### src/tae_pkg.sv
// ----------------------------------------------------------------------------
// Tilt angle estimator package
// Widths, constants, sequencer states, control structs and the arctangent
// table shared by the estimator modules.
// ----------------------------------------------------------------------------
package tae_pkg;

  localparam int unsigned InW      = 16;
  localparam int unsigned OutW     = 16;
  localparam int unsigned RadiusW  = 16;
  localparam int unsigned RateHzW  = 13;
  localparam int unsigned CfgW     = 16;
  localparam int unsigned MulAW    = 40;
  localparam int unsigned MulBW    = 22;
  localparam int unsigned ProdW    = MulAW + MulBW;
  localparam int unsigned RateW    = 21;
  localparam int unsigned DiffW    = RateW + 1;
  localparam int unsigned VecW     = 36;
  localparam int unsigned AngW     = 26;
  localparam int unsigned AtanW    = 22;
  localparam int unsigned ResW     = AngW - 9;
  localparam int unsigned StepW    = 5;
  localparam int unsigned TableLen = 24;

  localparam logic signed [MulAW-1:0] RateK   = 40'sd1171271;
  localparam logic signed [MulAW-1:0] AccelK  = 40'sd5141509;
  localparam logic signed [ProdW-1:0] Half16  = 62'sd32768;
  localparam logic signed [ProdW-1:0] Half32  = 62'sd2147483648;
  localparam logic signed [AngW-1:0]  Quarter = 26'sd5898240;
  localparam logic signed [AngW-1:0]  AngHalf = 26'sd256;
  localparam logic signed [ResW-1:0]  AngleLimit = 17'sd23040;
  localparam logic signed [ResW-1:0]  AngleFloor = -17'sd23040;

  typedef enum logic {
    RegRadius = 1'b0,
    RegRateHz = 1'b1
  } tae_reg_e;

  typedef enum logic [3:0] {
    StIdle,
    StRate,
    StAccY,
    StRateSq,
    StCentr,
    StAccX,
    StDiff,
    StTang,
    StPrep,
    StNorm,
    StRot,
    StCordic,
    StFinish
  } tae_state_e;

  typedef struct packed {
    tae_state_e       state;
    logic [StepW-1:0] step;
    logic             take;
    logic             done;
  } tae_ctrl_t;

  typedef struct packed {
    logic zero;
    logic norm_done;
  } tae_stat_t;

  // atan(2^-i) in degrees * 65536, rounded.
  function automatic logic [AtanW-1:0] atan_q16(input logic [StepW-1:0] idx);
    logic [AtanW-1:0] val;
    unique case (idx)
      5'd0:    val = 22'd2949120;
      5'd1:    val = 22'd1740967;
      5'd2:    val = 22'd919879;
      5'd3:    val = 22'd466945;
      5'd4:    val = 22'd234379;
      5'd5:    val = 22'd117304;
      5'd6:    val = 22'd58666;
      5'd7:    val = 22'd29335;
      5'd8:    val = 22'd14668;
      5'd9:    val = 22'd7334;
      5'd10:   val = 22'd3667;
      5'd11:   val = 22'd1833;
      5'd12:   val = 22'd917;
      5'd13:   val = 22'd458;
      5'd14:   val = 22'd229;
      5'd15:   val = 22'd115;
      5'd16:   val = 22'd57;
      5'd17:   val = 22'd29;
      5'd18:   val = 22'd14;
      5'd19:   val = 22'd7;
      5'd20:   val = 22'd4;
      5'd21:   val = 22'd2;
      5'd22:   val = 22'd1;
      default: val = '0;
    endcase
    return val;
  endfunction

endpackage

### src/tae_ctrl.sv
// ----------------------------------------------------------------------------
// Tilt angle estimator sequencer
// Steps one sample through the multiply, normalize, CORDIC and finish phases.
// ----------------------------------------------------------------------------
module tae_ctrl import tae_pkg::*; #(
  parameter int unsigned NumSteps = 16
) (
  input  logic      clk_i,
  input  logic      rst_ni,
  input  logic      in_valid_i,
  input  logic      out_free_i,
  input  tae_stat_t stat_i,
  output logic      in_ready_o,
  output tae_ctrl_t ctrl_o
);

  localparam logic [StepW-1:0] LastStep = StepW'(NumSteps - 1);

  tae_state_e       state_q, state_d;
  logic [StepW-1:0] step_q, step_d;

  always_comb begin
    state_d = state_q;
    unique case (state_q)
      StIdle:   if (in_valid_i) state_d = StRate;
      StRate:   state_d = StAccY;
      StAccY:   state_d = StRateSq;
      StRateSq: state_d = StCentr;
      StCentr:  state_d = StAccX;
      StAccX:   state_d = StDiff;
      StDiff:   state_d = StTang;
      StTang:   state_d = StPrep;
      StPrep:   state_d = stat_i.zero ? StFinish : StNorm;
      StNorm:   if (stat_i.norm_done) state_d = StRot;
      StRot:    state_d = StCordic;
      StCordic: if (step_q == LastStep) state_d = StFinish;
      StFinish: if (out_free_i) state_d = StIdle;
      default:  state_d = StIdle;
    endcase
  end

  always_comb begin
    step_d = step_q;
    if (state_q == StRot) begin
      step_d = '0;
    end else if (state_q == StCordic) begin
      step_d = step_q + StepW'(1);
    end
  end

  always_comb begin
    in_ready_o   = (state_q == StIdle);
    ctrl_o.state = state_q;
    ctrl_o.step  = step_q;
    ctrl_o.take  = (state_q == StIdle) && in_valid_i;
    ctrl_o.done  = (state_q == StFinish) && out_free_i;
  end

  always_ff @(posedge clk_i or negedge rst_ni) begin
    if (!rst_ni) begin
      state_q <= StIdle;
      step_q  <= '0;
    end else begin
      state_q <= state_d;
      step_q  <= step_d;
    end
  end

endmodule

### config.mk
export PLATFORM = sky130hd
export DESIGN_NAME = tae_ctrl
export DESIGN_NICKNAME = d
export VERILOG_FILES = /design/src/tae_pkg.sv /design/src/tae_ctrl.sv
export SDC_FILE = /design/constraint.sdc
export NUM_CORES = 1
export LEC_CHECK = 0
export BUFFER_PORTS_ARGS = -buffer_cell sky130_fd_sc_hd__buf_2
export CORE_UTILIZATION = 25
export DETAILED_ROUTE_END_ITERATION = 10
export PLACE_DENSITY = 0.58
export SYNTH_ARGS = -nofsm -noshare
export SYNTH_HDL_FRONTEND = slang
export SYNTH_SLANG_ARGS = --single-unit
### constraint.sdc
create_clock -name clk_i -period 1.8 [get_ports clk_i]
set_input_delay 0 -clock clk_i [delete_from_list [all_inputs] [get_ports clk_i]]
set_output_delay 0 -clock clk_i [all_outputs]
set_load 0.02 [all_outputs]
# Word level (Yosys, flattened, before mapping)

Index checks and enable logic that the tools add are counted.
W data, S select, Z words.

Word-level logic and storage cells: 33
Output and inout bits: 12
Bits of input ports: 6
Register bits after elaboration: 9

Multiplexer cells: 8
Equal/unequal tests: 17
Reduce and logical (&&, ||, !) cells: 5
Add/sub/neg operators: 1

Operators by type and width:

| operator              | number |
|---|---|
| $pmux W4 S13          | 1 |
| $eq A4 B4 Y1 const B  | 5 |
| $eq A4 B3 Y1 const B  | 4 |
| $mux W4               | 4 |
| $mux W5               | 2 |
| $eq A4 B2 Y1 const B  | 2 |
| $ne A2 B2 Y1 const B  | 4 |
| $add A5 B1 Y5 const B | 1 |
| $eq A5 B4 Y1 const B  | 1 |
| $eq A4 B1 Y1 const B  | 1 |
| $logic_not A4 Y1      | 1 |
| $reduce_and A4 Y1     | 1 |
| $mux W3               | 1 |
| $logic_and A1 B1 Y1   | 2 |
| $reduce_bool A2 Y1    | 1 |

# Logic depth before layout (Yosys ltp)

Gate-level depths: netlist of the first run.

Depth in word-level cells: 3
Gate-level depth with buffers: 6
Depth with buffers taken out: 6

# Least setup slack after synthesis of the first run

Ideal clock, no wire load.

Path kind: reg2reg
Start: register step_q[0]
End: register state_q[2]
Library setup time: 0.120 ns
Arrival time: 1.850 ns
Path buffers: 0
Cell stages (with the launch flop): 7
Required time: 1.680 ns
Setup slack: -0.169 ns
Clock period less this slack: 1.969 ns
Cell sequence: dfrtp_1 -> ha_1 -> and3_1 -> ha_1 -> mux2_4 -> or4_1 -> and3_1

Cells in the longest elaborated chain, start to end: 3

RTL lines:

| what                               | RTL line       | source |
|---|---|---|
| start, declared                    | tae_ctrl.sv:20 | `logic [StepW-1:0] step_q, step_d;` |
| start signal, assigned             | tae_ctrl.sv:65 | `step_q <= step_d;` |
| $eq A5 B4 Y1                       | tae_ctrl.sv:36 | `StCordic: if (step_q == LastStep) state_d = StFinish;` |
| $ne A2 B2 Y1 (no source line)      | n/a            |  |
| $reduce_and A4 Y1 (no source line) | n/a            |  |
| end signal, assigned               | tae_ctrl.sv:61 | `state_q <= StIdle;` |
| end signal, assigned               | tae_ctrl.sv:64 | `state_q <= state_d;` |
| end, declared                      | tae_ctrl.sv:19 | `tae_state_e state_q, state_d;` |

Every way passes these cells.
A chain may end at the register's enable or synchronous reset.

# Worst setup path after layout of the first run

Start: register step_q[1]
End: register state_q[2]

The elaborated chain is that of the path after synthesis.

==> qor.yml, run 1 <==
numCtsBuffers: 3
max_freq_mhz: 547
placed_cell_area_um2: 741
ff2ff_setup_slack_ns: -0.03
holdCritPathClass: "in -> reg"
yosysWarnings: 0
dp.cells: 110
ys_seq_area_frac: 0.405
final_cells: 115
grt_pass1_vias: 543
required_ns: 1.95
leakagePower_nw: 0.367
drv_slew: 0
synth_common_cells: "dfrtp_1 (9), nand2_1 (9), o21ai_0 (5)"
pwr_density_cell_mw_per_mm2: 1700
avgRoutedWirePerCell_um: 11.8
setup_violations: 1
critPathTopFamily: "simple AND/OR/NAND/NOR gates"
muxShareOfSynthArea: 0.0270
netlist_instances: 61
critPathMaxStageDelay_ns: 0.42
cts-root-buf: "clkbuf_4"
vias_per_cell: 4.86
die_w_um: 49.1
die_y_um: 49.1
ys_types: 29
synthAdderAreaFrac: 0.0450
die_area_mm2: 0.00241
synth_top_area_cell: "dfrtp_1"
synthXorXnorAreaFrac: 0
initial_core_util: 0.275
globalRouteOverflowTotal: 0
place_congestion: 0.839
core-area_mm2: 0.00202
nets: 97
rows: 16
worst_setup_path_start_kind: "flip-flop"
finalCritPeriodShare: 1.02
crit_type: "reg -> reg"
dp_slack_ns: -0.0771
stdcell_area_um2: 803
syn_avg_cell_area_um2: 9.11
hold_viol_final: 0
status: "complete, but fails checks"
synth-async-reset-ratio: 1.00
grt_pass1_wl_um: 2440
synth-seq-cells: 9
cts_tree: "yes"
antenna_cells: 0
crit_buf_inv: 0
clockBufferDepth: 2
end_kind: "flip-flop"
track_usage: 0.133
synth_area_leaders: "dfrtp_1 (41%), nand2_1 (6.1%), ha_1 (4.5%)"
rsz0062_at_grt: "true"
grt_max_degree: 14
drtIter0Drc: 4
maxCapViolCount: 0
finish.utilization: 0.397
fin_crit_ns: 1.83
synth_ff_type: "dfrtp_1"
firstDrtPassIters: 4
fin_skew_ns: 0.00160
post_cts_buffers: 0
drive_above_1_share: 0.432
htreeDepth: 1
synth_top_area_frac: 0.405
postRouteWirelength_um: 1360
clk-insertion-delay-late_ns: 0.26
cts.reportedPaths.clkPinSlew_ns: 0.06
hpwl_um: 1020
synthSimpleGateAreaFrac: 0.232
relSlewSlack: 0.758
crit_fanout: 2
via_count: 559
area_growth_pct: 44.6
netlist_area_um2: 556
cp.arrival_ns: 1.98
holdWs_ns: 0.0731
io_pins: 18
synth_top_family_by_area: "simple AND/OR/NAND/NOR gates"
synth_enable_flop_cells: 0
io_buffers: 17
syn_nets: 69
violations: "setup timing"
synth_compound_area_frac: 0.223
drc: 0
vdd_ir_drop_max_uv: 485
drtAntennaViolNets: 0
timing.final.ws_setup_ns: -0.0285
tightest_slew_ns: 0.364
cts.sinks: 9
worst_path_max_delay_cell: "dfrtp_2"
crit_path_cell_trace: "ha_4 > and3_4 > ha_4 > mux2_4 > or4_4 > and3_4"
grt_antenna_before_repair: 0
==> power breakdown <==
group          internal (W)  switching [W]  leakage, nW
clock network     0.0000854      0.0000714       0.0150
logic              0.000370       0.000433        0.248
registers          0.000292       0.000113        0.104
==> stage by stage <==
step                TNS, ns  power, W
global placement    -0.0327   0.00116
global route        -0.0654   0.00149
finish              -0.0285   0.00136
CTS                 -0.0314   0.00137
floorplan           -0.0876  0.000894
detailed placement  -0.0771   0.00117
==> flip-flops by register name, summed over array words and instances, names as in the netlist <==
name	flops
step_q	5
state_q	4
==> cell type report <==
type	instances	area, µm²
clock buffer	4	26.3
fill	205	1220
inverter	4	15.0
multi-input combinational	44	338
sequential	9	228
tap	27	33.8
timing repair buffer	27	163
==> worst paths after layout <==
check | startpoint | endpoint | depth (start not counted)
max | step_q[1] | state_q[2] | 6
min | in_valid_i | state_q[0] | 3
max reg2reg | step_q[1] | state_q[2] | 6
min reg2reg | step_q[4] | step_q[4] | 2
max in group asynchronous | rst_ni | step_q[1] | 2
min in group asynchronous | rst_ni | state_q[3] | 2
==> metal layers <==
metal  GRT usage  part of all wire
met1       0.166              0.48
met2       0.210              0.48
met3      0.0280             0.026
met4      0.0735             0.014
met5           0                 0
==> cell usage in the layout, fill, tap and decap left out, types with 2 or more instances in the layout <==
cell      synthesis  final
dfrtp_1           9      7
o31ai_1           2      2
ha_4              0      2
dfrtp_2           0      2
buf_2             0     17
and2_1            3      3
and3_4            0      2
nand2_1           9      9
clkbuf_4          0      3
o41ai_1           2      2
nand2b_1          2      2
o21ai_0           5      5
inv_1             4      4
buf_4             0      9
==> logic make-up after synthesis <==
group / count (synthesis)
AND/OR/NAND/NOR: 24
AO/OA/AOI/OAI: 17
buffers and inverters: 8
flip-flops: 9
multiplexers: 1
adder cells (fa/ha/maj): 2
==> tightest hold or removal path: stages <==
cell and delay, ns:
buf_2 0.09, o41ai_1 0.06, o21ai_0 0.15
==> repair_timing <==
action                     4_1_cts  5_1_grt
hold endpoints to repair         9        0
hold buffers                     1        0
resized for setup                5        0
pin swaps                        0        0
setup endpoints to repair        1        1
Note: power is estimated with default switching activity, not from simulation.
==> run 2: changes to the inputs <==
RECOVER_POWER = 100   (was unset)
==> run 2 against run 1 <==
Against the previous run:
- clock skew rose by 0.0012 ns
- via count rose by 0.54%
- the run still ends with setup timing left
- critical path type unchanged
- flip-flop and latch count did not move
- largest power group unchanged
==> qor.yml, run 2 (synthesized netlist as in run 1, its figures left out) <==
die_y_um: 49.1
area_growth_pct: 40.8
nets: 97
p_total_w: 0.00133
htreeDepth: 1
core-area_mm2: 0.00202
placed_cell_area_um2: 741
hpwl_um: 1020
finalCritPeriodShare: 1.02
grt_max_degree: 14
worst_setup_path_start_kind: "flip-flop"
grt_antenna_before_repair: 0
avgRoutedWirePerCell_um: 12.0
grt_pass1_vias: 543
rsz0062_at_grt: "true"
leakagePower_nw: 0.331
die_w_um: 49.1
final_common_cell: "clkbuf_1"
antenna_cells: 0
hold_viol_final: 0
firstDrtPassIters: 4
required_ns: 1.95
clk-insertion-delay-late_ns: 0.26
vdd_ir_drop_max_uv: 468
relSlewSlack: 0.657
largest_register_ffs: 5
setup_violations: 1
fin_skew_ns: 0.00276
cts.sinks: 9
most-common-layout-cells: "clkbuf_1 (12), nand2_1 (9), buf_2 (8), dfrtp_1 (7), buf_4 (6)"
maxCapViolCount: 0
io_pins: 18
via_count: 562
drtIter0Drc: 4
drc: 0
crit_type: "reg -> reg"
crit_fanout: 2
status: "complete, but fails checks"
vias_per_cell: 4.89
violations: "setup timing"
timing.final.ws_setup_ns: -0.0280
dp.cells: 110
rows: 16
final_cells: 115
numCtsBuffers: 3
holdCritPathClass: "in -> reg"
tightest_slew_ns: 0.514
globalRouteOverflowTotal: 0
post_cts_buffers: 0
clockBufferDepth: 2
drive_above_1_share: 0.307
cts_tree: "yes"
track_usage: 0.133
die_area_mm2: 0.00241
stdcell_area_um2: 782
cts-root-buf: "clkbuf_4"
postRouteWirelength_um: 1380
drv_slew: 0
max_freq_mhz: 547
place_congestion: 0.839
top_register: "step_q"
initial_core_util: 0.275
grt_pass1_wl_um: 2440
cp.arrival_ns: 1.98
reg.largest.list: "step_q x5, state_q x4"
io_buffers: 17
pwr_density_cell_mw_per_mm2: 1700
drtAntennaViolNets: 0
fin_crit_ns: 1.83
cts.reportedPaths.clkPinSlew_ns: 0.06
end_kind: "flip-flop"
==> run 2: cell types whose count changed in the layout (fill, tap and decap cells not counted), sizes merged <==
cell | previous run | this run
buf | 26 | 14
clkbuf | 4 | 16
==> run 2: layout make-up <==
cell class	count	area, µm²
clock buffers	4	26.3
fillers	216	1240
inverters	4	15.0
multi-input cells	44	338
flip-flops and latches	9	228
well taps	27	33.8
repair buffers	27	141
==> run 2: metal layers <==
| metal | part of all wire | track usage | up-vias | routed length, µm |
|---|---|---|---|---|
| met1 | 0.48 | 0.166 | 269 | 663 |
| met4 | 0.014 | 0.0735 | 0 | 19 |
| li1 | - | - | 279 | - |
| met2 | 0.47 | 0.210 | 12 | 656 |
| met5 | 0 | 0 | - | 0 |
| met3 | 0.032 | 0.0280 | 2 | 44 |
==> run 2: critical path: stages (launching register included) <==
cell	delay, ns
dfrtp_2	0.42
ha_4	0.16
and3_4	0.18
ha_4	0.15
mux2_4	0.24
or4_4	0.42
and3_4	0.16
==> run 2: power breakdown <==
| group | switching (W) | total (W) | internal [W] | leakage, nW |
|---|---|---|---|---|
| combinational | 0.000438 | 0.000771 | 0.000333 | 0.212 |
| sequential | 0.000112 | 0.000404 | 0.000292 | 0.104 |
| clock | 0.0000708 | 0.000156 | 0.0000854 | 0.0150 |
| total | 0.000620 | 0.00133 | 0.000711 | 0.331 |
==> run 2: final timing paths <==
| path | startpoint | to | slack (ns) | cells past startpoint |
|---|---|---|---|---|
| max | step_q[1] | state_q[2] | -0.03 | 6 |
| min | in_valid_i | state_q[0] | 0.07 | 3 |
| max reg2reg | step_q[1] | state_q[2] | -0.03 | 6 |
| min reg2reg | step_q[4] | step_q[4] | 0.50 | 2 |
| max in group asynchronous | rst_ni | step_q[1] | 1.20 | 2 |
| min in group asynchronous | rst_ni | state_q[3] | 0.22 | 2 |
==> run 2: stage by stage <==
stage                     worst slack (ns)  hold WS (ns)  TNS, ns  utilization
after floorplan                    -0.0876        -0.296  -0.0876            -
after global placement             -0.0327        -0.139  -0.0327        0.366
after detailed placement           -0.0771        -0.133  -0.0771        0.366
after CTS                          -0.0314        0.0666  -0.0314        0.397
after global routing               -0.0654        0.0820  -0.0654        0.387
final                              -0.0280        0.0712  -0.0280        0.387
==> run 2: timing repair <==
item                       4_1_cts  5_1_grt
hold buffers                     1        0
setup endpoints to repair        1        1
gates resized for setup          5        0
hold endpoints to repair         9        0
==> run 3: changes to the inputs <==
ABC_AREA = 1   (was unset)
PLACE_DENSITY = unset   (was 0.58)
==> run 3 against run 2 <==
Against the previous run:
- the run now ends clean
- sequential share of layout area increased by 2.5 points
- flip-flop and latch count unchanged
- total power decreased by 16%
- cell count increased by 12%
- sequential power decreased by 4%
- first-iteration DRC count increased to 2.8 times the previous value
- register-to-register slack improved by 0.23 ns
- utilization decreased by 6.5 points
- clock skew increased by 0.0017 ns
- final area decreased by 9.0%
- critical path type unchanged
- highest routed layer unchanged
==> qor.yml, run 3 <==
status: "finished, final reports clean"
synth_common_cells: "nand2_1 (19), dfrtp_1 (9), inv_1 (8), nand3_1 (8), nand2_2 (5)"
vdd_ir_drop_max_uv: 767
yosysWarnings: 0
die_area_mm2: 0.00256
crit_path_cell_trace: "ha_1 > nand2_1 > nor2_1 > ha_1 > inv_1 > nand3_1 > o21ai_2 > nand2_1 > nand3_1 > nand2_1"
synth_top_area_cell: "dfrtp_1"
drc: 0
track_usage: 0.114
finalCritPeriodShare: 0.887
cts_tree: "yes"
drive_above_1_share: 0.178
drtIter0Drc: 11
grt_max_degree: 10
fillers: 260
io_buffers: 17
synth-seq-cells: 9
ys_seq_area_frac: 0.381
synth_ff_type: "dfrtp_1"
setup_violations: 0
firstDrtPassIters: 4
reg.largest.list: "step_q x5, state_q x4"
holdWs_ns: 0.0272
leakagePower_nw: 0.352
syn_nets: 87
tns_ns: 0
hold_viol_final: 0
drv_slew: 0
clockBufferDepth: 2
cts.sinks: 9
required_ns: 1.96
final_common_cell: "nand2_1"
fin_skew_ns: 0.00446
most-common-layout-cells: "nand2_1 (20), clkbuf_1 (13), inv_1 (9), dfrtp_1 (9), nand3_1 (8)"
io_pins: 18
crit_type: "reg -> reg"
initial_core_util: 0.267
cp.arrival_ns: 1.76
postCtsResizedCells: 0
synth.most_common_cell: "nand2_1"
max_freq_mhz: 627
maxCapViolCount: 0
via_count: 576
area_growth_pct: 20.6
nets: 110
netlist_area_um2: 591
hpwl_um: 983
critical_path.most_common_cell: "nand2_1"
globalRouteOverflowTotal: 0
synth-async-reset-ratio: 1.00
top_register: "step_q"
worst_path_max_delay_cell: "dfrtp_1"
synth_top_area_frac: 0.381
netlist_instances: 79
critPathTopFamily: "simple AND/OR/NAND/NOR gates"
end_kind: "flip-flop"
tightest_slew_ns: 0.535
avgRoutedWirePerCell_um: 9.98
grt_pass1_wl_um: 2110
ys_types: 22
rsz0062_at_grt: "false"
pwr_density_cell_mw_per_mm2: 1570
largest_register_ffs: 5
synth_area_leaders: "dfrtp_1 (38%), nand2_1 (12%), nand3_1 (6.8%)"
core-area_mm2: 0.00221
regArea_um2: 225
syn_avg_cell_area_um2: 7.48
worst_setup_path_start_kind: "flip-flop"
die_y_um: 50.6
postRouteWirelength_um: 1290
fin_crit_ns: 1.60
synth_enable_flop_cells: 0
crit_buf_inv: 1
vias_per_cell: 4.47
rows: 17
cts-root-buf: "clkbuf_4"
die_w_um: 50.6
crit_fanout: 6
htreeDepth: 1
antenna_cells: 0
multi_input_area_um2: 293
cts.reportedPaths.clkPinSlew_ns: 0.07
holdCritPathClass: "in -> reg"
numCtsBuffers: 3
drtAntennaViolNets: 0
critPathMaxStageDelay_ns: 0.43
place_congestion: 0.852
grt_antenna_before_repair: 0
clk-insertion-delay-late_ns: 0.27
grt_pass1_vias: 503
relSlewSlack: 0.643
-- run 3: power by group --
| group | switching, W | internal [W] |
|---|---|---|
| combinational | 0.000379 | 0.000186 |
| clock | 0.0000788 | 0.0000858 |
| sequential | 0.000113 | 0.000274 |
-- run 3: cell type report --
| type | count | share of cell area |
|---|---|---|
| Inverter | 14 | 0.0738 |
| Sequential cell | 9 | 0.316 |
| Clock buffer | 4 | 0.0369 |
| Timing Repair Buffer | 18 | 0.112 |
| Multi-Input combinational cell | 56 | 0.411 |
| Tap cell | 28 | 0.0492 |
-- run 3: layer usage --
metal | GRT usage | vias to the layer above | routed length [µm]
li1 | - | 293 | -
met1 | 0.134 | 258 | 608
met2 | 0.171 | 23 | 567
met3 | 0.0636 | 2 | 101
met4 | 0.0417 | 0 | 12
met5 | 0 | - | 0
-- run 3: logic make-up after synthesis --
group | share of synthesized area
AOI/OAI and AO/OA | 0.0932
xor gates and xnor gates | 0.0297
adders and majority gates | 0.0424
buffers and inverters | 0.0890
DFF | 0.381
and+or+nand+nor | 0.364
-- run 3: per-stage QoR --
step                instance area, µm²  worst slack (ns)   util  power, W  instances
finish                             712             0.204  0.322   0.00112        129
global placement                   711             0.273  0.321   0.00101        124
global route                       712            0.0725  0.322   0.00121        129
CTS                                747             0.254  0.338   0.00119        129
floorplan                          591             0.263      -  0.000843         79
detailed placement                 711             0.269  0.321   0.00102        124
-- run 3: worst paths after layout --
kind,start,to,slack (ns),cells after the start
max,step_q[0],state_q[2],0.20,10
min,out_free_i,state_q[2],0.03,4
max reg2reg,step_q[0],state_q[2],0.20,10
min reg2reg,step_q[0],step_q[0],0.53,1
max in group asynchronous,rst_ni,step_q[0],1.23,2
min in group asynchronous,rst_ni,state_q[2],0.21,2
-- run 3: worst register-to-register path, stage by stage, from the launching register on --
cell and delay (ns):
dfrtp_1 0.43, ha_1 0.25, nand2_1 0.07, nor2_1 0.04, ha_1 0.17, inv_1 0.07
nand3_1 0.08, o21ai_2 0.07, nand2_1 0.13, nand3_1 0.13, nand2_1 0.06
-- run 3: timing repair --
action                                 in CTS  in global routing
endpoints found under the hold margin       9                  0
setup buffers                               0                  0
hold buffers                                1                  0
